## src/design/s5hs_pkg.sv

```systemverilog
package s5hs_pkg;

    localparam int TIMER_BITS_DEF = 16;

    localparam logic [7:0] SOCKS_VER  = 8'h05;
    localparam logic [7:0] AUTH_VER   = 8'h01;
    localparam logic [7:0] AUTH_OK    = 8'h00;
    localparam logic [7:0] M_NOAUTH   = 8'h00;
    localparam logic [7:0] M_USERPASS = 8'h02;
    localparam logic [7:0] AT_IPV4    = 8'h01;
    localparam logic [7:0] AT_NAME    = 8'h03;
    localparam logic [7:0] AT_IPV6    = 8'h04;
    localparam logic [7:0] RSV_ZERO   = 8'h00;
    localparam logic [7:0] V4_BYTES   = 8'd4;
    localparam logic [7:0] V6_BYTES   = 8'd16;
    localparam logic [7:0] PORT_BYTES = 8'd2;

    localparam int CFG_DATA_W = 16;

    typedef enum logic [0:0] {
        CFG_USE_AUTH     = 1'b0,
        CFG_RECV_TIMEOUT = 1'b1
    } t_cfg_idx;

    typedef enum logic [2:0] {
        REQ_START  = 3'd0,
        REQ_BYTE   = 3'd1,
        REQ_TICK   = 3'd2,
        REQ_DISC   = 3'd3,
        REQ_INTR   = 3'd4,
        REQ_NETERR = 3'd5
    } t_req;

    typedef enum logic [2:0] {
        ACT_GREETING = 3'd0,
        ACT_AUTH     = 3'd1,
        ACT_CONNECT  = 3'd2,
        ACT_SUCCESS  = 3'd3,
        ACT_FAIL     = 3'd4
    } t_action;

    typedef enum logic [3:0] {
        FAIL_NONE       = 4'd0,
        FAIL_INIT_VER   = 4'd1,
        FAIL_AUTH_REJ   = 4'd2,
        FAIL_METHOD     = 4'd3,
        FAIL_REPLY_VER  = 4'd4,
        FAIL_REFUSED    = 4'd5,
        FAIL_RESERVED   = 4'd6,
        FAIL_ADDR_TYPE  = 4'd7,
        FAIL_TIMEOUT    = 4'd8,
        FAIL_DISC       = 4'd9,
        FAIL_INTR       = 4'd10,
        FAIL_NETERR     = 4'd11
    } t_fail;

    typedef enum logic [3:0] {
        PH_IDLE   = 4'd0,
        PH_METHOD = 4'd1,
        PH_AUTH   = 4'd2,
        PH_REPLY  = 4'd3,
        PH_V4     = 4'd4,
        PH_V6     = 4'd5,
        PH_NLEN   = 4'd6,
        PH_NAME   = 4'd7,
        PH_PORT   = 4'd8
    } t_phase;

    typedef struct packed {
        t_action    action;
        t_fail      fail_code;
        logic [7:0] proxy_reply;
    } t_word;

    typedef struct packed {
        logic  vld;
        t_word word;
    } t_result;

endpackage

```

## src/design/s5hs_core.sv

```systemverilog
module s5hs_core #(
    parameter int TIMER_BITS = s5hs_pkg::TIMER_BITS_DEF
) (
    input  logic                i_clk,
    input  logic                i_rst_n,
    input  logic                i_accept,
    input  logic [2:0]          i_req_type,
    input  logic [7:0]          i_rx_byte,
    input  logic                i_use_auth,
    input  logic [15:0]         i_recv_timeout,
    output s5hs_pkg::t_result   o_result
);

    localparam int CMP_W = (TIMER_BITS > 16) ? TIMER_BITS : 16;

    s5hs_pkg::t_phase        r_phase;
    s5hs_pkg::t_phase        n_phase;
    logic [7:0]              r_idx;
    logic [7:0]              n_idx;
    logic [7:0]              r_nlen;
    logic [7:0]              n_nlen;
    logic [7:0]              r_held;
    logic [7:0]              n_held;
    logic [TIMER_BITS-1:0]   r_timer;
    logic [TIMER_BITS-1:0]   n_timer;

    always_ff @(posedge i_clk) begin
        if (!i_rst_n) begin
            r_phase <= s5hs_pkg::PH_IDLE;
            r_idx   <= 8'd0;
            r_nlen  <= 8'd0;
            r_held  <= 8'd0;
            r_timer <= '0;
        end else begin
            r_phase <= n_phase;
            r_idx   <= n_idx;
            r_nlen  <= n_nlen;
            r_held  <= n_held;
            r_timer <= n_timer;
        end
    end

    always_comb begin
        s5hs_pkg::t_req   req;
        s5hs_pkg::t_phase enter_ph;
        s5hs_pkg::t_fail  fail_c;
        logic             do_enter;
        logic             do_fail;
        logic             busy;
        logic [7:0]       idx_inc;
        logic [7:0]       fail_rep;
        logic [7:0]       b;

        req      = s5hs_pkg::t_req'(i_req_type);
        b        = i_rx_byte;
        enter_ph = s5hs_pkg::PH_IDLE;
        fail_c   = s5hs_pkg::FAIL_NONE;
        do_enter = 1'b0;
        do_fail  = 1'b0;
        fail_rep = 8'h00;
        idx_inc  = r_idx + 8'd1;
        busy     = (r_phase >= s5hs_pkg::PH_METHOD) && (r_phase <= s5hs_pkg::PH_PORT);

        n_phase  = r_phase;
        n_idx    = r_idx;
        n_nlen   = r_nlen;
        n_held   = r_held;
        n_timer  = r_timer;

        o_result.vld              = 1'b0;
        o_result.word.action      = s5hs_pkg::ACT_GREETING;
        o_result.word.fail_code   = s5hs_pkg::FAIL_NONE;
        o_result.word.proxy_reply = 8'h00;

        if (i_accept) begin
            if (req == s5hs_pkg::REQ_START) begin
                do_enter             = 1'b1;
                enter_ph             = s5hs_pkg::PH_METHOD;
                n_nlen               = 8'd0;
                n_held               = 8'd0;
                o_result.vld         = 1'b1;
                o_result.word.action = s5hs_pkg::ACT_GREETING;
            end else if (!busy) begin
                if (r_phase != s5hs_pkg::PH_IDLE) begin
                    do_enter = 1'b1;
                    enter_ph = s5hs_pkg::PH_IDLE;
                end
            end else begin
                case (req)
                    s5hs_pkg::REQ_BYTE: begin
                        n_idx = idx_inc;
                        case (r_phase)
                            s5hs_pkg::PH_METHOD: begin
                                if (r_idx == 8'd0) begin
                                    n_held = b;
                                end else if (r_held != s5hs_pkg::SOCKS_VER) begin
                                    do_fail = 1'b1;
                                    fail_c  = s5hs_pkg::FAIL_INIT_VER;
                                end else if (b == s5hs_pkg::M_USERPASS && i_use_auth) begin
                                    do_enter             = 1'b1;
                                    enter_ph             = s5hs_pkg::PH_AUTH;
                                    o_result.vld         = 1'b1;
                                    o_result.word.action = s5hs_pkg::ACT_AUTH;
                                end else if (b == s5hs_pkg::M_NOAUTH) begin
                                    do_enter             = 1'b1;
                                    enter_ph             = s5hs_pkg::PH_REPLY;
                                    o_result.vld         = 1'b1;
                                    o_result.word.action = s5hs_pkg::ACT_CONNECT;
                                end else begin
                                    do_fail = 1'b1;
                                    fail_c  = s5hs_pkg::FAIL_METHOD;
                                end
                            end
                            s5hs_pkg::PH_AUTH: begin
                                if (r_idx == 8'd0) begin
                                    n_held = b;
                                end else if (r_held != s5hs_pkg::AUTH_VER
                                             || b != s5hs_pkg::AUTH_OK) begin
                                    do_fail = 1'b1;
                                    fail_c  = s5hs_pkg::FAIL_AUTH_REJ;
                                end else begin
                                    do_enter             = 1'b1;
                                    enter_ph             = s5hs_pkg::PH_REPLY;
                                    o_result.vld         = 1'b1;
                                    o_result.word.action = s5hs_pkg::ACT_CONNECT;
                                end
                            end
                            s5hs_pkg::PH_REPLY: begin
                                if (r_idx == 8'd0) begin
                                    n_nlen = (b != s5hs_pkg::SOCKS_VER)
                                           ? {4'd0, s5hs_pkg::FAIL_REPLY_VER} : 8'd0;
                                end else if (r_idx == 8'd1) begin
                                    n_held = b;
                                    if (r_nlen == 8'd0 && b != 8'd0) begin
                                        n_nlen = {4'd0, s5hs_pkg::FAIL_REFUSED};
                                    end
                                end else if (r_idx == 8'd2) begin
                                    if (r_nlen == 8'd0 && b != s5hs_pkg::RSV_ZERO) begin
                                        n_nlen = {4'd0, s5hs_pkg::FAIL_RESERVED};
                                    end
                                end else if (r_nlen != 8'd0) begin
                                    do_fail  = 1'b1;
                                    fail_c   = s5hs_pkg::t_fail'(r_nlen[3:0]);
                                    fail_rep = r_held;
                                end else if (b == s5hs_pkg::AT_IPV4) begin
                                    do_enter = 1'b1;
                                    enter_ph = s5hs_pkg::PH_V4;
                                end else if (b == s5hs_pkg::AT_IPV6) begin
                                    do_enter = 1'b1;
                                    enter_ph = s5hs_pkg::PH_V6;
                                end else if (b == s5hs_pkg::AT_NAME) begin
                                    do_enter = 1'b1;
                                    enter_ph = s5hs_pkg::PH_NLEN;
                                end else begin
                                    do_fail = 1'b1;
                                    fail_c  = s5hs_pkg::FAIL_ADDR_TYPE;
                                end
                            end
                            s5hs_pkg::PH_V4: begin
                                if (idx_inc >= s5hs_pkg::V4_BYTES) begin
                                    do_enter = 1'b1;
                                    enter_ph = s5hs_pkg::PH_PORT;
                                end
                            end
                            s5hs_pkg::PH_V6: begin
                                if (idx_inc >= s5hs_pkg::V6_BYTES) begin
                                    do_enter = 1'b1;
                                    enter_ph = s5hs_pkg::PH_PORT;
                                end
                            end
                            s5hs_pkg::PH_NLEN: begin
                                n_nlen   = b;
                                do_enter = 1'b1;
                                enter_ph = (b == 8'd0) ? s5hs_pkg::PH_PORT
                                                       : s5hs_pkg::PH_NAME;
                            end
                            s5hs_pkg::PH_NAME: begin
                                if (idx_inc >= r_nlen) begin
                                    do_enter = 1'b1;
                                    enter_ph = s5hs_pkg::PH_PORT;
                                end
                            end
                            s5hs_pkg::PH_PORT: begin
                                if (idx_inc >= s5hs_pkg::PORT_BYTES) begin
                                    do_enter             = 1'b1;
                                    enter_ph             = s5hs_pkg::PH_IDLE;
                                    o_result.vld         = 1'b1;
                                    o_result.word.action = s5hs_pkg::ACT_SUCCESS;
                                end
                            end
                            default: begin
                            end
                        endcase
                    end
                    s5hs_pkg::REQ_TICK: begin
                        if (!(&r_timer)) begin
                            n_timer = r_timer + {{(TIMER_BITS-1){1'b0}}, 1'b1};
                        end
                        if (CMP_W'(n_timer) >= CMP_W'(i_recv_timeout)) begin
                            do_fail = 1'b1;
                            fail_c  = s5hs_pkg::FAIL_TIMEOUT;
                        end
                    end
                    s5hs_pkg::REQ_DISC: begin
                        do_fail = 1'b1;
                        fail_c  = s5hs_pkg::FAIL_DISC;
                    end
                    s5hs_pkg::REQ_INTR: begin
                        do_fail = 1'b1;
                        fail_c  = s5hs_pkg::FAIL_INTR;
                    end
                    s5hs_pkg::REQ_NETERR: begin
                        do_fail = 1'b1;
                        fail_c  = s5hs_pkg::FAIL_NETERR;
                    end
                    default: begin
                    end
                endcase
            end
        end

        if (do_fail) begin
            do_enter                  = 1'b1;
            enter_ph                  = s5hs_pkg::PH_IDLE;
            o_result.vld              = 1'b1;
            o_result.word.action      = s5hs_pkg::ACT_FAIL;
            o_result.word.fail_code   = fail_c;
            o_result.word.proxy_reply = (fail_c == s5hs_pkg::FAIL_REFUSED) ? fail_rep : 8'h00;
        end

        if (do_enter) begin
            n_phase = enter_ph;
            n_idx   = 8'd0;
            n_timer = '0;
        end
    end

endmodule

```

## src/design/s5hs_obuf.sv

```systemverilog
module s5hs_obuf (
    input  logic              i_clk,
    input  logic              i_rst_n,
    input  s5hs_pkg::t_result i_push,
    input  logic              i_stall,
    output logic              o_full,
    output logic              o_valid,
    output s5hs_pkg::t_word   o_word
);

    logic            r_main_vld;
    logic            n_main_vld;
    logic            r_skid_vld;
    logic            n_skid_vld;
    s5hs_pkg::t_word r_main;
    s5hs_pkg::t_word n_main;
    s5hs_pkg::t_word r_skid;
    s5hs_pkg::t_word n_skid;

    always_ff @(posedge i_clk) begin
        if (!i_rst_n) begin
            r_main_vld <= 1'b0;
            r_skid_vld <= 1'b0;
        end else begin
            r_main_vld <= n_main_vld;
            r_skid_vld <= n_skid_vld;
        end
    end

    always_ff @(posedge i_clk) begin
        r_main <= n_main;
        r_skid <= n_skid;
    end

    always_comb begin
        logic take;

        take       = r_main_vld & ~i_stall;
        n_main     = r_main;
        n_skid     = r_skid;
        n_main_vld = r_main_vld & ~take;
        n_skid_vld = r_skid_vld;

        if (r_skid_vld) begin
            if (take) begin
                n_main     = r_skid;
                n_main_vld = 1'b1;
                n_skid_vld = 1'b0;
            end
        end else if (i_push.vld) begin
            if (!r_main_vld || take) begin
                n_main     = i_push.word;
                n_main_vld = 1'b1;
            end else begin
                n_skid     = i_push.word;
                n_skid_vld = 1'b1;
            end
        end
    end

    assign o_full  = r_skid_vld;
    assign o_valid = r_main_vld;
    assign o_word  = r_main;

endmodule

```

## src/design/socks5_client_handshake_top.sv

```systemverilog
// Client-side SOCKS5 handshake sequencer.
// Input channel (i_in_valid / o_in_stall) carries one event word per unstalled cycle:
// start, a received proxy byte, a millisecond tick, or an abort event.
// Output channel (o_out_valid / i_out_stall) carries the action words: send
// greeting, send auth request, send connect request, success, or failure
// with its code and, for a refused connect, the proxy reply byte.
// An event word is judged in the cycle it is accepted and its result, if
// any, is registered in the output buffer before it appears on the output.
// One event word is accepted every cycle while o_in_stall is low.
// A two-entry output buffer lets input keep flowing while the receiver holds
// one result; o_in_stall rises only when both entries are occupied and
// falls as soon as the receiver takes a word.
// Reset puts the sequencer in the idle phase, empties the output buffer and
// loads use_auth = 0 and recv_timeout = 20000 ticks.
// Configuration writes take effect at the next clock edge; write only while
// no handshake result is outstanding.
module socks5_client_handshake_top #(
    parameter int TIMER_BITS = s5hs_pkg::TIMER_BITS_DEF
) (
    input  logic                            i_clk,
    input  logic                            i_rst_n,
    input  logic                            i_in_valid,
    output logic                            o_in_stall,
    input  logic [2:0]                      i_req_type,
    input  logic [7:0]                      i_rx_byte,
    output logic                            o_out_valid,
    input  logic                            i_out_stall,
    output logic [2:0]                      o_action,
    output logic [3:0]                      o_fail_code,
    output logic [7:0]                      o_proxy_reply,
    input  logic                            i_cfg_we,
    input  logic [0:0]                      i_cfg_idx,
    input  logic [s5hs_pkg::CFG_DATA_W-1:0] i_cfg_data
);

    logic              r_use_auth;
    logic [15:0]       r_recv_timeout;
    logic              accept;
    logic              full;
    s5hs_pkg::t_result result;
    s5hs_pkg::t_word   word;

    always_ff @(posedge i_clk) begin
        if (!i_rst_n) begin
            r_use_auth     <= 1'b0;
            r_recv_timeout <= 16'd20000;
        end else if (i_cfg_we) begin
            case (s5hs_pkg::t_cfg_idx'(i_cfg_idx))
                s5hs_pkg::CFG_USE_AUTH:     r_use_auth     <= i_cfg_data[0];
                s5hs_pkg::CFG_RECV_TIMEOUT: r_recv_timeout <= i_cfg_data[15:0];
                default: begin
                end
            endcase
        end
    end

    assign accept     = i_in_valid & ~full;
    assign o_in_stall = full;

    s5hs_core #(
        .TIMER_BITS(TIMER_BITS)
    ) u_core (
        .i_clk          (i_clk),
        .i_rst_n        (i_rst_n),
        .i_accept       (accept),
        .i_req_type     (i_req_type),
        .i_rx_byte      (i_rx_byte),
        .i_use_auth     (r_use_auth),
        .i_recv_timeout (r_recv_timeout),
        .o_result       (result)
    );

    s5hs_obuf u_obuf (
        .i_clk   (i_clk),
        .i_rst_n (i_rst_n),
        .i_push  (result),
        .i_stall (i_out_stall),
        .o_full  (full),
        .o_valid (o_out_valid),
        .o_word  (word)
    );

    assign o_action      = word.action;
    assign o_fail_code   = word.fail_code;
    assign o_proxy_reply = word.proxy_reply;

endmodule

```

## config.mk

```make
export PLATFORM = sky130hd
export DESIGN_NAME = socks5_client_handshake_top
export DESIGN_NICKNAME = d
export VERILOG_FILES = /design/src/design/s5hs_pkg.sv /design/src/design/s5hs_core.sv /design/src/design/s5hs_obuf.sv /design/src/design/socks5_client_handshake_top.sv
export SDC_FILE = /design/constraint.sdc
export NUM_CORES = 1
export LEC_CHECK = 0
export BUFFER_PORTS_ARGS = -buffer_cell sky130_fd_sc_hd__buf_2
export CAP_MARGIN = 15
export CELL_PAD_IN_SITES_DETAIL_PLACEMENT = 1
export CELL_PAD_IN_SITES_GLOBAL_PLACEMENT = 2
export CORE_AREA = 2 2 128 130
export CTS_CLUSTER_DIAMETER = 60
export DETAILED_ROUTE_END_ITERATION = 6
export DIE_AREA = 0 0 130 132
export PLACE_DENSITY = 0.91
export SYNTH_ARGS = -nofsm -noshare
export SYNTH_HDL_FRONTEND = slang
export SYNTH_SLANG_ARGS = --single-unit
export TNS_END_PERCENT = 1
```

## constraint.sdc

```tcl
create_clock -name i_clk -period 5.4 [get_ports i_clk]
set_input_delay 0.27 -clock i_clk [delete_from_list [all_inputs] [get_ports i_clk]]
set_output_delay 0.27 -clock i_clk [all_outputs]
set_load 0.05 [all_outputs]
```

# [Word-level counts from Yosys, hierarchy flattened]
# Cells that the tools add are included.
[totals] output_inout_bits=17 regBits=93 elab_cells=236
[classes] n_eq_ne=29 n_lt_le_gt_ge=7 n_mux=142 bitwise=10 n_addsub=2 n_reduce_logical=31
[op_table] cell="2-to-1 mux 8 bit" n=24
[op_table] cell="2-to-1 mux 4 bit" n=44
[op_table] cell="2-to-1 mux 16 bit" n=6
[op_table] cell="2-to-1 mux 15 bit" n=4
[op_table] cell="2-to-1 mux 1 bit" n=48
[op_table] cell="one-hot mux 8 bit (2 select lines)" n=2
[op_table] cell="one-hot mux 4 bit (7 select lines)" n=1
[op_table] cell="== test 8 x 2 -> 1 bit, second input constant" n=3
[op_table] cell="zero test 8 bit" n=3
[op_table] cell="one-hot mux 4 bit (3 select lines)" n=2
[op_table] cell="== test 4 x 3 -> 1 bit, second input constant" n=5
[op_table] cell="one-hot mux 4 bit (5 select lines)" n=1
[op_table] cell="adder 16 x 1 -> 16 bit, second input constant" n=1
[op_table] cell="== test 8 x 1 -> 1 bit, second input constant" n=2
[op_table] cell=">= comparator 16 bit" n=1
[op_table] cell="!= test 8 x 3 -> 1 bit, second input constant" n=2
[op_table] cell="AND reduction 16 bit" n=1
[op_table] cell="nonzero test 8 bit" n=2
[op_table] cell="2-to-1 mux 3 bit" n=3
[op_table] cell="adder 8 x 1 -> 8 bit, second input constant" n=1
[op_table] cell="== test 4 x 2 -> 1 bit, second input constant" n=2
[op_table] cell="== test 8 x 3 -> 1 bit, second input constant" n=1
[op_table] cell=">= comparator 8 x 2 -> 1 bit, second input constant" n=1
[op_table] cell=">= comparator 8 x 3 -> 1 bit, second input constant" n=1
[op_table] cell="other kinds (34)" n=60

# [Longest topological paths before layout]
# Gate-level depths: netlist of the first run.
[depth] word_depth=19 depth_mapped=16

# [By module]
# A second synthesis of the first run with hierarchy kept.
[hier_totals] cells_unflattened=628 hier_area_um2=5810.6
[by_module_without_submodules] module="s5hs_core" seq_area_each_um2=880.8 n_inst=1 area_per_inst_um2=3842.4 cells_each=490
[by_module_without_submodules] module="s5hs_obuf" seq_area_each_um2=940.9 n_inst=1 area_per_inst_um2=1227.4 cells_each=59
[by_module_without_submodules] module="socks5_client_handshake_top" seq_area_each_um2=340.3 n_inst=1 area_per_inst_um2=740.7 cells_each=79

# [Least setup slack after synthesis of the first run]
# No wires, ideal clock.
[synth_path] path_kind="register to register" start="reg u_core.r_timer[7]" end="reg u_obuf.r_main, in the netlist u_obuf.o_word[0], enable pin" setup_ns=0.410 t_arrival_ns=4.225 setup_slack_ns=0.765 path_buffers=1 path_stages_with_launch=14 period_less_slack_ns=4.635 cell_sequence="dfxtp_1 > clkbuf_1 > and4_1 > nand4_1 > o2111ai_1 > nor3_1 > xor2_1 > ha_1 > nand4_1 > a2111oi_0 > a211oi_1 > o221ai_2 > a211oi_1 > a21boi_0"
[synth_between] elab_chain_cells=15 elab_cells_between_ends=16 classes_between="1 x add/sub; 1 x order compare; 11 x mux; 3 x reduce/logical"
[synth_rtl] item="from (decl)" line_no="s5hs_core.sv:24" source="logic [TIMER_BITS-1:0] r_timer;"
[synth_rtl] item="from (signal assigned)" line_no="s5hs_core.sv:39" source="r_timer <= n_timer;"
[synth_rtl] item="adder 16 x 1 -> 16 bit or AND reduction 16 bit (tied branches)" line_no="s5hs_core.sv:197, s5hs_core.sv:196"
[synth_rtl] item="2-to-1 mux 16 bit *" line_no="s5hs_core.sv:196" source="if (!(&r_timer)) begin"
[synth_rtl] item="2-to-1 mux 16 bit *" line_no="s5hs_core.sv:89" source="case (req)"
[synth_rtl] item="2-to-1 mux 16 bit *" line_no="s5hs_core.sv:83" source="end else if (!busy) begin"
[synth_rtl] item="2-to-1 mux 16 bit *" line_no="s5hs_core.sv:76" source="if (req == s5hs_pkg::REQ_START) begin"
[synth_rtl] item="2-to-1 mux 16 bit *" line_no="s5hs_core.sv:75" source="if (i_accept) begin"
[synth_rtl] item=">= comparator 16 bit *" line_no="s5hs_core.sv:199" source="if (CMP_W'(n_timer) >= CMP_W'(i_recv_timeout)) begin"
[synth_rtl] item="2-to-1 mux 1 bit *" line_no="s5hs_core.sv:199"
[synth_rtl] item="one-hot mux 1 bit (3 select lines) *" line_no="s5hs_core.sv:89"
[synth_rtl] item="2-to-1 mux 1 bit *" line_no="s5hs_core.sv:83"
[synth_rtl] item="2-to-1 mux 1 bit *" line_no="s5hs_core.sv:76"
[synth_rtl] item="2-to-1 mux 1 bit *" line_no="s5hs_core.sv:75"
[synth_rtl] item="2-to-1 mux 16 bit *" line_no="s5hs_core.sv:222" source="if (do_fail) begin"
[synth_rtl] item="nonzero test 2 bit (no source line) *"
[synth_rtl] item="AND reduction 3 bit (no source line) *"
[synth_rtl] item="to (signal assigned)" line_no="s5hs_obuf.sv:31" source="r_main <= n_main;"
[synth_rtl] item="to (decl)" line_no="s5hs_obuf.sv:15" source="s5hs_pkg::t_word r_main;"
# Every way passes the cells marked *; elsewhere a longest branch is shown, timed or not. The select of a mux whose other input is x is not followed.
# A chain may end at the register's enable or synchronous reset.

# [Final worst setup path of the first run]
[layout_path] start="reg u_core.r_timer[7]" end="reg u_obuf.r_skid[0] (netlist bit), enable pin"
[layout_between] elab_chain_cells=14 elab_cells_between_ends=15 classes_between="1 x add/sub; 1 x order compare; 11 x mux; 2 x reduce/logical"
[layout_rtl] item="adder 16 x 1 -> 16 bit or AND reduction 16 bit (tied branches)" line_no="s5hs_core.sv:197, s5hs_core.sv:196"
[layout_rtl] item="2-to-1 mux 16 bit *" line_no="s5hs_core.sv:196"
[layout_rtl] item="2-to-1 mux 16 bit *" line_no="s5hs_core.sv:89"
[layout_rtl] item="2-to-1 mux 16 bit *" line_no="s5hs_core.sv:83"
[layout_rtl] item="2-to-1 mux 16 bit *" line_no="s5hs_core.sv:76"
[layout_rtl] item="2-to-1 mux 16 bit *" line_no="s5hs_core.sv:75"
[layout_rtl] item=">= comparator 16 bit *" line_no="s5hs_core.sv:199"
[layout_rtl] item="2-to-1 mux 1 bit *" line_no="s5hs_core.sv:199"
[layout_rtl] item="one-hot mux 1 bit (3 select lines) *" line_no="s5hs_core.sv:89"
[layout_rtl] item="2-to-1 mux 1 bit *" line_no="s5hs_core.sv:83"
[layout_rtl] item="2-to-1 mux 1 bit *" line_no="s5hs_core.sv:76"
[layout_rtl] item="2-to-1 mux 1 bit *" line_no="s5hs_core.sv:75"
[layout_rtl] item="2-to-1 mux 16 bit *" line_no="s5hs_core.sv:222"
[layout_rtl] item="AND reduction 3 bit (no source line) *"
[layout_rtl] item="to (signal assigned)" line_no="s5hs_obuf.sv:32" source="r_skid <= n_skid;"
[layout_rtl] item="to (decl)" line_no="s5hs_obuf.sv:17" source="s5hs_pkg::t_word r_skid;"
# Marks and branches as above.

==> results of run 1 <==
[power by group through the flow]
stage / clock [uW] / sequential [uW] / combinational, uW
2_1_floorplan: 0 / 755 / 53.9
3_3_place_gp: 0 / 749 / 92.9
3_5_place_dp: 0 / 749 / 95.8
5_1_grt: 662 / 734 / 107
6_report: 619 / 733 / 95.9
4_1_cts: 638 / 733 / 96.5
[state kept, by name, summed over array words and instances (netlist names), 4 cells and up]
signal,count
u_core.r_timer,16
u_obuf.r_skid,15
u_core.r_idx,8
u_core.r_phase,4
u_obuf.o_word,15
u_core.r_held,8
u_core.r_nlen,8
r_recv_timeout,16
[critical path: cells and delay by family (launching register included)]
| kind | cells | cell delay, ns |
|---|---|---|
| flip-flops | 1 | 0.46 |
| AND/OR/NAND/NOR | 7 | 1.65 |
| adder cells (fa/ha/maj) | 1 | 0.30 |
| AO/OA/AOI/OAI | 4 | 2.00 |
| XOR/XNOR | 1 | 0.17 |
[area by class of cell]
class,instances,area [sq um]
inverters,31,116
multi-input cells,496,3460
flip-flops and latches,93,2160
well taps,216,270
clock buffers,10,229
repair buffers,52,268
fillers,1847,9150
clock inverters,6,53.8
[cell usage in the layout, fill, tap and decap left out, types with 3 or more instances in the layout]
cell type / n
mux2i_1: 14
buf_4: 3
and4_1: 3
nor4_1: 6
a2111oi_0: 3
a211oi_1: 6
dfxtp_1: 63
nor3_2: 21
nand2_1: 77
and3_1: 8
nand3_1: 21
o21a_1: 3
o211ai_1: 13
a21o_1: 5
inv_1: 31
and2_1: 11
xnor2_1: 24
nor3_1: 24
o21ai_0: 17
a21oi_1: 16
a31oi_1: 5
nor2b_1: 13
a21boi_0: 25
nor2_1: 40
edfxtp_1: 30
nand2b_1: 7
or4_1: 9
a22o_1: 8
nand4_1: 15
or3_1: 6
ha_1: 29
clkbuf_16: 9
xor2_1: 14
buf_2: 49
mux2_2: 4
or2_2: 3
[worst paths after layout]
kind	startpoint	endpoint	slack, ns	cells past startpoint
worst max-delay path	u_core.r_timer[7]$_SDFFE_PP0P_	u_obuf.r_skid[0]$_DFFE_PP_	0.47	13
worst min-delay path	i_cfg_data[10]	r_recv_timeout[10]$_SDFFE_PN1P_	0.15	3
worst max register to register	u_core.r_timer[7]$_SDFFE_PP0P_	u_obuf.r_skid[0]$_DFFE_PP_	0.47	13
worst min register to register	r_recv_timeout[6]$_SDFFE_PN0P_	r_recv_timeout[6]$_SDFFE_PN0P_	0.47	2
[per-layer routing]
layer	track usage (%)	share of wire, %	vias up
met5	0	0	-
met4	7.83	2.6	0
met3	2.68	3.0	30
met2	33.4	51	84
met1	22.7	43	2434
li1	-	-	2427
[metrics by stage]
step                      instance area (sq um)  hold slack [ns]  total power [uW]  utilization [%]
final                                      6560            0.152              1450             41.8
after global routing                       6560            0.166              1500             41.8
after CTS                                  6560            0.144              1470             41.8
after detailed placement                   6280            0.463               845             40.0
after global placement                     6280            0.458               841             40.0
after floorplan                            5900            0.408               809                -
[cell families (layout without fill, tap and decap cells)]
family | Yosys count | in the layout
AO/OA/AOI/OAI | 126 | 126
XOR/XNOR | 38 | 38
flip-flops | 93 | 93
adder cells (fa/ha/maj) | 29 | 29
AND/OR/NAND/NOR | 285 | 285
multiplexers | 18 | 18
buffers and inverters | 66 | 99
==> reports/metrics.cfg, run 1 <==
[power]
power_density_nw_per_um2=221
switching_share_pct=25.3
ir_drop_mv=0.146
clockPowerShare_pct=42.7
p_seq_share_pct=50.6
p_int_uw=1080
p_switching_uw=367
p_comb_share_pct=6.6
leakage_uw=0.00238

[finish]
drive_gt1_share_pct=16.3
n_antenna_cell=0
fin_nets=745
syn_to_final_growth_pct=11.1
layoutNonFillerInstCount=904

[yosys]
yosysMostFrequentCell=nand2_1
yosysTopAreaCell=dfxtp_1
synth_top_family_by_area=simple AND/OR/NAND/NOR gates
synthTopCellsByCount=nand2_1 (77), dfxtp_1 (63), nor2_1 (40), inv_1 (31), edfxtp_1 (30)
synth_xor_area_share_pct=5.64
synth_edf_count=30
synth-simple-area-share_pct=27.6
synth-warning-count=0
avgSynthCellArea_sq_um=9.01
yosys-top-cells-area=dfxtp_1 (21%), edfxtp_1 (15%), ha_1 (6.1%), nand2_1 (4.9%), nor3_2 (3.6%)
synthMuxAreaShare_pct=3.14
syn_nets=717
synthAdderAreaFrac_pct=6.15
synth-seq-cells=93
synth.distinct_cells=74
synth_ff_type=dfxtp_1
synth_area_sq_um=5900
synthArstFlopShare_pct=0
synth_top_area_share_pct=21.4
syn-instance-count=655
synth-compound-area-share_pct=16.0
synth-seq-area-share_pct=36.6

[floorplan]
die-area_sq_um=17200
io_pins=50
die_h_microns=132
core-area_sq_um=15700
dieWidth_microns=130
core.rowCount=46
initial_core_util_pct=37.6

[critical_path]
cp_slowest_cell=o2111ai_1
path_class=register to register
cp_data_arrival_time_ns=4.94
max_stage_delay_ns=0.63
endpoint_kind=register
cp_max_fo=15
start_kind=register
crit_chain=and4_1, nand4_1, o2111ai_1, nor3_1, xor2_1, ha_1, nand4_1, nor3_1, or4_1, a211oi_1, o221ai_2, a211oi_1, nor2_1
cp.required_ns=5.41

[sta]
fin_ws_ns=0.469
slew_violations=0
max_freq_ghz=0.203
grt_setup_unrepaired=no
post-route-min-period_ns=4.93
finalCritPeriodShare_pct=91.3
tns_ns=0
slew_headroom_pct=27.2
final_hold_viol_count=0
setup_violations=0
worstMarginPinSlew_ns=1.09
finClkSkew_ns=0.00760

[global_route]
grt_overflow=0
grt_pass1_vias=5220
track_usage_pct=18.9
antenna_found_initial=0
grt_pass1_wl_microns=25900
grt_max_degree=38

[cts]
ctsHoldBuffers=0
cts_resized=0
clk_pin_slew_worst_paths_ns=0.07
htree_levels=3
cts_sinks=93
cts_buffer_depth=2
cts-root-buf=clkbuf_16
clkLatencyLatePin_ns=0.35
cts_tree=built
postCtsSetupBuffers=0
cts_made_buffers=9

[route]
routedWlPerCell_microns=17.2
wirelength_microns=15600
drt_iter0_drc=271
num_vias=4975
drt_first_pass_iters=4
final_antenna_net_count=0
post-route-drc-count=0
viasPerCell=5.50

[placement]
port_buffers=49
dp_slack_ns=0.477
gp_congestion=0.942
placedCellCount=888
post-dp-hpwl_microns=11900

[job]
drv_cap=0

[run_status]
status=finished clean

[hold_path]
hold_class=input pin to register

No activity file was read; power rests on OpenSTA's default activity.
==> inputs of run 2 (changes only) <==
--- a/config.mk
+++ b/config.mk
@@ -9,11 +9,11 @@
 export CAP_MARGIN = 15
 export CELL_PAD_IN_SITES_DETAIL_PLACEMENT = 1
 export CELL_PAD_IN_SITES_GLOBAL_PLACEMENT = 2
-export CORE_AREA = 2 2 128 130
+export CORE_AREA = 2 2 149 151
 export CTS_CLUSTER_DIAMETER = 60
 export DETAILED_ROUTE_END_ITERATION = 6
-export DIE_AREA = 0 0 130 132
-export PLACE_DENSITY = 0.91
+export DIE_AREA = 0 0 151 153
+export PLACE_DENSITY = 0.73
 export SYNTH_ARGS = -nofsm -noshare
 export SYNTH_HDL_FRONTEND = slang
 export SYNTH_SLANG_ARGS = --single-unit
==> run 2 against run 1 <==
Against the previous run: critical path depth unchanged; cell count increased by 7.1%; total power increased by 0.51%; combinational power hardly changed; setup slack worse by 0.023 ns; fmax decreased by 0.47%; sequential power hardly changed; clock power up 1%; die area rose by 35%; clock skew increased by 0.0048 ns; register-to-register slack worse by 0.02 ns.
==> reports/metrics.cfg, run 2 (same netlist as run 1, synthesis figures left out) <==
[finish]
final_util_pct=30.9  ; -11 points
multi_input_area_sq_um=3460  ; unchanged
drive_gt1_share_pct=16.4  ; +0.15 points
regArea_sq_um=2160  ; unchanged
layout_common_cells=nand2_1 (77), dfxtp_1 (63), buf_2 (49)
largestRegisters=r_recv_timeout (16), u_core.r_timer (16)
syn_to_final_growth_pct=12.6
fin_nets=745  ; unchanged
n_antenna_cell=0  ; unchanged
final_common_cell=nand2_1
fillers=2549  ; +38%

[cts]
htree_levels=3  ; unchanged
cts-root-buf=clkbuf_16
clk_pin_slew_worst_paths_ns=0.07  ; about the same
cts_made_buffers=9  ; unchanged
cts_sinks=93  ; unchanged
cts_tree=built
cts_resized=0  ; unchanged
postCtsSetupBuffers=0  ; unchanged
cts_buffer_depth=2  ; unchanged
clkLatencyLatePin_ns=0.36  ; about the same
ctsHoldBuffers=0  ; unchanged

[sta]
worstMarginPinSlew_ns=1.07  ; -0.0212 ns
final_hold_viol_count=0  ; unchanged
post-route-min-period_ns=4.95  ; +0.0232 ns
tns_ns=0  ; unchanged
fin_ws_ns=0.446  ; -0.0232 ns
slew_headroom_pct=28.6  ; +1.4 points
slew_violations=0  ; unchanged
finClkSkew_ns=0.0124  ; +0.00484 ns
max_freq_ghz=0.202  ; -0.47%
setup_violations=0  ; unchanged
finalCritPeriodShare_pct=91.7  ; +0.43 points
grt_setup_unrepaired=no

[power]
power_density_nw_per_um2=219  ; -0.79%
ir_drop_mv=0.148  ; +1.2%
leakage_uw=0.00238  ; about the same

[placement]
post-dp-hpwl_microns=12500  ; +5.4%
dp_slack_ns=0.531  ; +0.0537 ns
gp_congestion=0.885  ; -6.1%
port_buffers=49  ; unchanged

[floorplan]
dieWidth_microns=151  ; +16%
die_h_microns=153  ; +16%
core-area_sq_um=21500  ; +37%
initial_core_util_pct=27.5  ; -10 points
die-area_sq_um=23100  ; +35%
core.rowCount=54  ; +17%
io_pins=50  ; unchanged

[route]
post-route-drc-count=0  ; unchanged
highest_layer=met4
final_antenna_net_count=0  ; unchanged
num_vias=4962  ; -0.26%
drt_first_pass_iters=4  ; unchanged
met1_length_microns=7200  ; +6.5%
drt_iter0_drc=167  ; -38%
met2WireLength_microns=8370  ; +5.3%
wirelength_microns=16400  ; +5.3%
dr_wl_met3_microns=484  ; +5.0%
routedWlPerCell_microns=16.9  ; -1.7%
viasPerCell=5.13  ; -6.9%

[global_route]
grt_max_degree=38  ; unchanged
grt_pass1_wl_microns=26600  ; +2.7%
antenna_found_initial=0  ; unchanged
grt_overflow=0  ; unchanged
grt_pass1_vias=5206  ; -0.27%
track_usage_pct=14.5  ; -4.4 points

[critical_path]
crit_buf_inv=0  ; unchanged
rr_startpoint=u_core.r_timer[7]$_SDFFE_PP0P_
cp-startpoint=u_core.r_timer[7]$_SDFFE_PP0P_
cp_data_arrival_time_ns=4.97  ; +0.03 ns
cp_max_fo=15  ; unchanged
cp_slowest_cell=o2111ai_1
crit_family=compound AO/OA/AOI/OAI gates
start_kind=register
path_class=register to register
crit_cells=13  ; unchanged
crit_chain=and4_1, nand4_1, o2111ai_1, nor3_1, xor2_1, ha_1, nand4_1, nor3_1, or4_1, a211oi_1, o221ai_2, a211oi_1, nor2_1
endpoint_kind=register
cp.required_ns=5.42  ; about the same
max_stage_delay_ns=0.68  ; +0.05 ns
worstRegToRegCells=13  ; unchanged

[hold_path]
holdPathStages=3  ; unchanged
min-delay-start=i_cfg_data[10]
hold_class=input pin to register

[job]
drv_cap=0  ; unchanged

[run_status]
status=finished clean

-- run 2: final timing paths --
check,endpoint,slack [ns]
worst min register to register,r_recv_timeout[8]$_SDFFE_PN0P_,0.47
worst max register to register,u_obuf.r_skid[14]$_DFFE_PP_,0.45
worst min-delay path,r_recv_timeout[10]$_SDFFE_PN1P_,0.13
worst max-delay path,u_obuf.r_skid[14]$_DFFE_PP_,0.45
-- run 2: final cells by class --
cell class | count | area share, %
well taps | 280 | 5.27
repair buffers | 52 | 4.03
clock inverters | 7 | 0.960
multi-input cells | 496 | 52.1
flip-flops and latches | 93 | 32.5
clock buffers | 9 | 3.39
inverters | 31 | 1.75
-- run 2: stage by stage --
| step | total power [uW] | instance area [sq um] | hold WS, ns | instances |
|---|---|---|---|---|
| 6_report | 1450 | 6650 | 0.134 | 968 |
| 5_1_grt | 1520 | 6650 | 0.145 | 968 |
| 4_1_cts | 1480 | 6650 | 0.125 | 968 |
| 3_5_place_dp | 846 | 6360 | 0.458 | 952 |
| 3_3_place_gp | 843 | 6360 | 0.456 | 952 |
| 2_1_floorplan | 809 | 5900 | 0.408 | 655 |
-- run 2: where the power goes --
group / switching [uW] / total, uW / internal [uW] / leakage [uW]
registers: 5.95 / 733 / 727 / 0.000755
clock network: 303 / 626 / 323 / 0.000136
logic: 64.5 / 95.9 / 31.4 / 0.00149
-- run 2: metal layers --
metal  GRT usage [%]  vias up
li1                -     2439
met1            16.9     2428
met2            26.8       71
met3            2.48       24
met4            4.49        0
met5               0        -
-- run 2: worst min-delay path, cell delays in order --
cell      delay [ns]
buf_2           0.07
nand2_1         0.04
o211ai_1        0.07
==> inputs of run 3 (changes only) <==
--- a/config.mk
+++ b/config.mk
@@ -14,6 +14,7 @@
 export DETAILED_ROUTE_END_ITERATION = 6
 export DIE_AREA = 0 0 151 153
 export PLACE_DENSITY = 0.73
+export SETUP_SLACK_MARGIN = 0.5
 export SYNTH_ARGS = -nofsm -noshare
 export SYNTH_HDL_FRONTEND = slang
 export SYNTH_SLANG_ARGS = --single-unit
==> run 3 against run 2 <==
Against the previous run: total power grew 0.20%; register-to-register slack gained 0.44 ns; wire length grew 0.75%; count of clock-buffer cells in the layout is the same; clock power is essentially flat; via count shrank 0.87%; largest cell class unchanged.
==> reports/metrics.cfg, run 3 (same netlist as run 1, synthesis figures left out) <==
[run_status]
status=finished clean

[sta]
grt_setup_unrepaired=no
fin_ws_ns=0.889  ; +0.444 ns
tns_ns=0  ; unchanged
final_hold_viol_count=0  ; unchanged
setup_violations=0  ; unchanged
max_freq_ghz=0.222  ; +9.8%
slew_violations=0  ; unchanged
finalCritPeriodShare_pct=83.5  ; -8.2 points
whs_ns=0.132  ; -0.00208 ns
finClkSkew_ns=0.0125  ; +0.0000593 ns
slew_headroom_pct=30.2  ; +1.6 points
worstMarginPinSlew_ns=1.05  ; -0.0195 ns
post-route-min-period_ns=4.51  ; -0.444 ns

[critical_path]
cp.required_ns=5.39  ; -0.03 ns
cp_max_fo=15  ; unchanged
max_stage_delay_ns=0.60  ; -0.08 ns
crit_chain=and4_1, nand4_1, o2111ai_2, nor3_1, xor2_1, ha_1, nand4_1, a2111oi_0, a211oi_2, o221ai_2, a211oi_1, nor2_2
start_kind=register
endpoint_kind=register
cp_slowest_cell=nor2_2
path_class=register to register
cp_data_arrival_time_ns=4.50  ; -0.47 ns
path_common_cell=nand4_1

[cts]
clkLatencyLatePin_ns=0.36  ; about the same
htree_levels=3  ; unchanged
cts_tree=built
cts-root-buf=clkbuf_16
cts_made_buffers=9  ; unchanged
ctsHoldBuffers=0  ; unchanged
cts_sinks=93  ; unchanged
cts_buffer_depth=2  ; unchanged
postCtsSetupBuffers=0  ; unchanged
clk_pin_slew_worst_paths_ns=0.07  ; about the same

[floorplan]
core-area_sq_um=21500  ; unchanged
dieWidth_microns=151  ; unchanged
core.rowCount=54  ; unchanged
initial_core_util_pct=27.5  ; unchanged
die-area_sq_um=23100  ; unchanged
die_h_microns=153  ; unchanged
io_pins=50  ; unchanged

[power]
ir_drop_mv=0.149  ; +0.85%
leakage_uw=0.00238  ; about the same
power_uw=1460  ; +0.20%
power_density_nw_per_um2=219  ; about the same

[route]
post-route-drc-count=0  ; unchanged
num_vias=4919  ; -0.87%
drt_iter0_drc=130  ; -22%
drt_first_pass_iters=4  ; unchanged
final_antenna_net_count=0  ; unchanged
viasPerCell=5.08  ; -0.87%
wirelength_microns=16500  ; +0.75%
routedWlPerCell_microns=17.1  ; +0.75%

[finish]
largestRegisters=r_recv_timeout (16), u_core.r_timer (16)
fin_nets=745  ; unchanged
final_common_cell=nand2_1
fillers=2552  ; +0.12%
layout_common_cells=nand2_1 (77), dfxtp_1 (63), buf_2 (49)
drive_gt1_share_pct=16.9  ; +0.44 points
syn_to_final_growth_pct=12.8
post-route-cell-area_sq_um=6660  ; +0.21%
n_antenna_cell=0  ; unchanged

[global_route]
grt_pass1_wl_microns=26700  ; +0.34%
grt_overflow=0  ; unchanged
grt_max_degree=38  ; unchanged
track_usage_pct=14.6  ; +0.050 points
grt_pass1_vias=5217  ; +0.21%
antenna_found_initial=0  ; unchanged

[placement]
placed_area_sq_um=6360  ; unchanged
port_buffers=49  ; unchanged
post-dp-hpwl_microns=12500  ; unchanged
gp_congestion=0.885  ; unchanged
dp_slack_ns=0.531  ; unchanged

[job]
drv_cap=0  ; unchanged

[hold_path]
hold_class=input pin to register

-- run 3: cell types whose count changed in the layout (fill, tap and decap cells not counted) --
cell       change
o2111ai_1      -1
a211oi_1       -1
nor2_2         +1
a211oi_2       +1
o2111ai_2      +1
nor2_1         -1
-- run 3: worst paths after layout --
check | start | endpoint | slack (ns) | cells past startpoint
max | u_core.r_timer[3]$_SDFFE_PP0P_ | u_obuf.r_skid[14]$_DFFE_PP_ | 0.89 | 12
min | i_cfg_data[10] | r_recv_timeout[10]$_SDFFE_PN1P_ | 0.13 | 3
max reg2reg | u_core.r_timer[3]$_SDFFE_PP0P_ | u_obuf.r_skid[14]$_DFFE_PP_ | 0.89 | 12
min reg2reg | r_recv_timeout[8]$_SDFFE_PN0P_ | r_recv_timeout[8]$_SDFFE_PN0P_ | 0.47 | 2
-- run 3: where the power goes --
part	leakage, uW	internal (uW)	total (uW)	switching (uW)
Clock	0.000136	323	628	305
Combinational	0.00149	31.6	96.6	65.0
Sequential	0.000755	727	733	5.97
-- run 3: repair_timing --
| item | in CTS | in global routing |
|---|---|---|
| hold endpoints to repair | 0 | 0 |
| resized for setup | 1 | 2 |
| setup endpoints to repair | 15 | 30 |
| cloned | 0 | 0 |
-- run 3: layout make-up --
class | instances | area, sq um | share of cell area (%)
Timing Repair Buffer | 52 | 268 | 4.02
Inverter | 31 | 116 | 1.75
Sequential cell | 93 | 2160 | 32.5
Tap cell | 280 | 350 | 5.26
Clock inverter | 7 | 63.8 | 0.958
Multi-Input combinational cell | 496 | 3470 | 52.2
Clock buffer | 9 | 225 | 3.38
-- run 3: metal layers --
| layer | share of wire (%) | global-route usage [%] | vias to the layer above |
|---|---|---|---|
| li1 | - | - | 2431 |
| met1 | 44 | 16.9 | 2410 |
| met2 | 51 | 26.9 | 60 |
| met3 | 2.4 | 2.48 | 18 |
| met4 | 1.8 | 4.49 | 0 |
| met5 | 0 | 0 | - |
-- run 3: worst max-delay path, delay by kind of cell (launching register included) --
family | cells | cell delay [ns]
adders and majority gates | 1 | 0.31
xor gates and xnor gates | 1 | 0.16
and+or+nand+nor | 5 | 1.42
AOI/OAI and AO/OA | 5 | 1.81
DFF | 1 | 0.47
-- run 3: stage by stage --
step	util, %	instances
detailed placement	29.6	952
global route	31.0	968
floorplan	-	655
CTS	31.0	968
global placement	29.6	952
finish	31.0	968
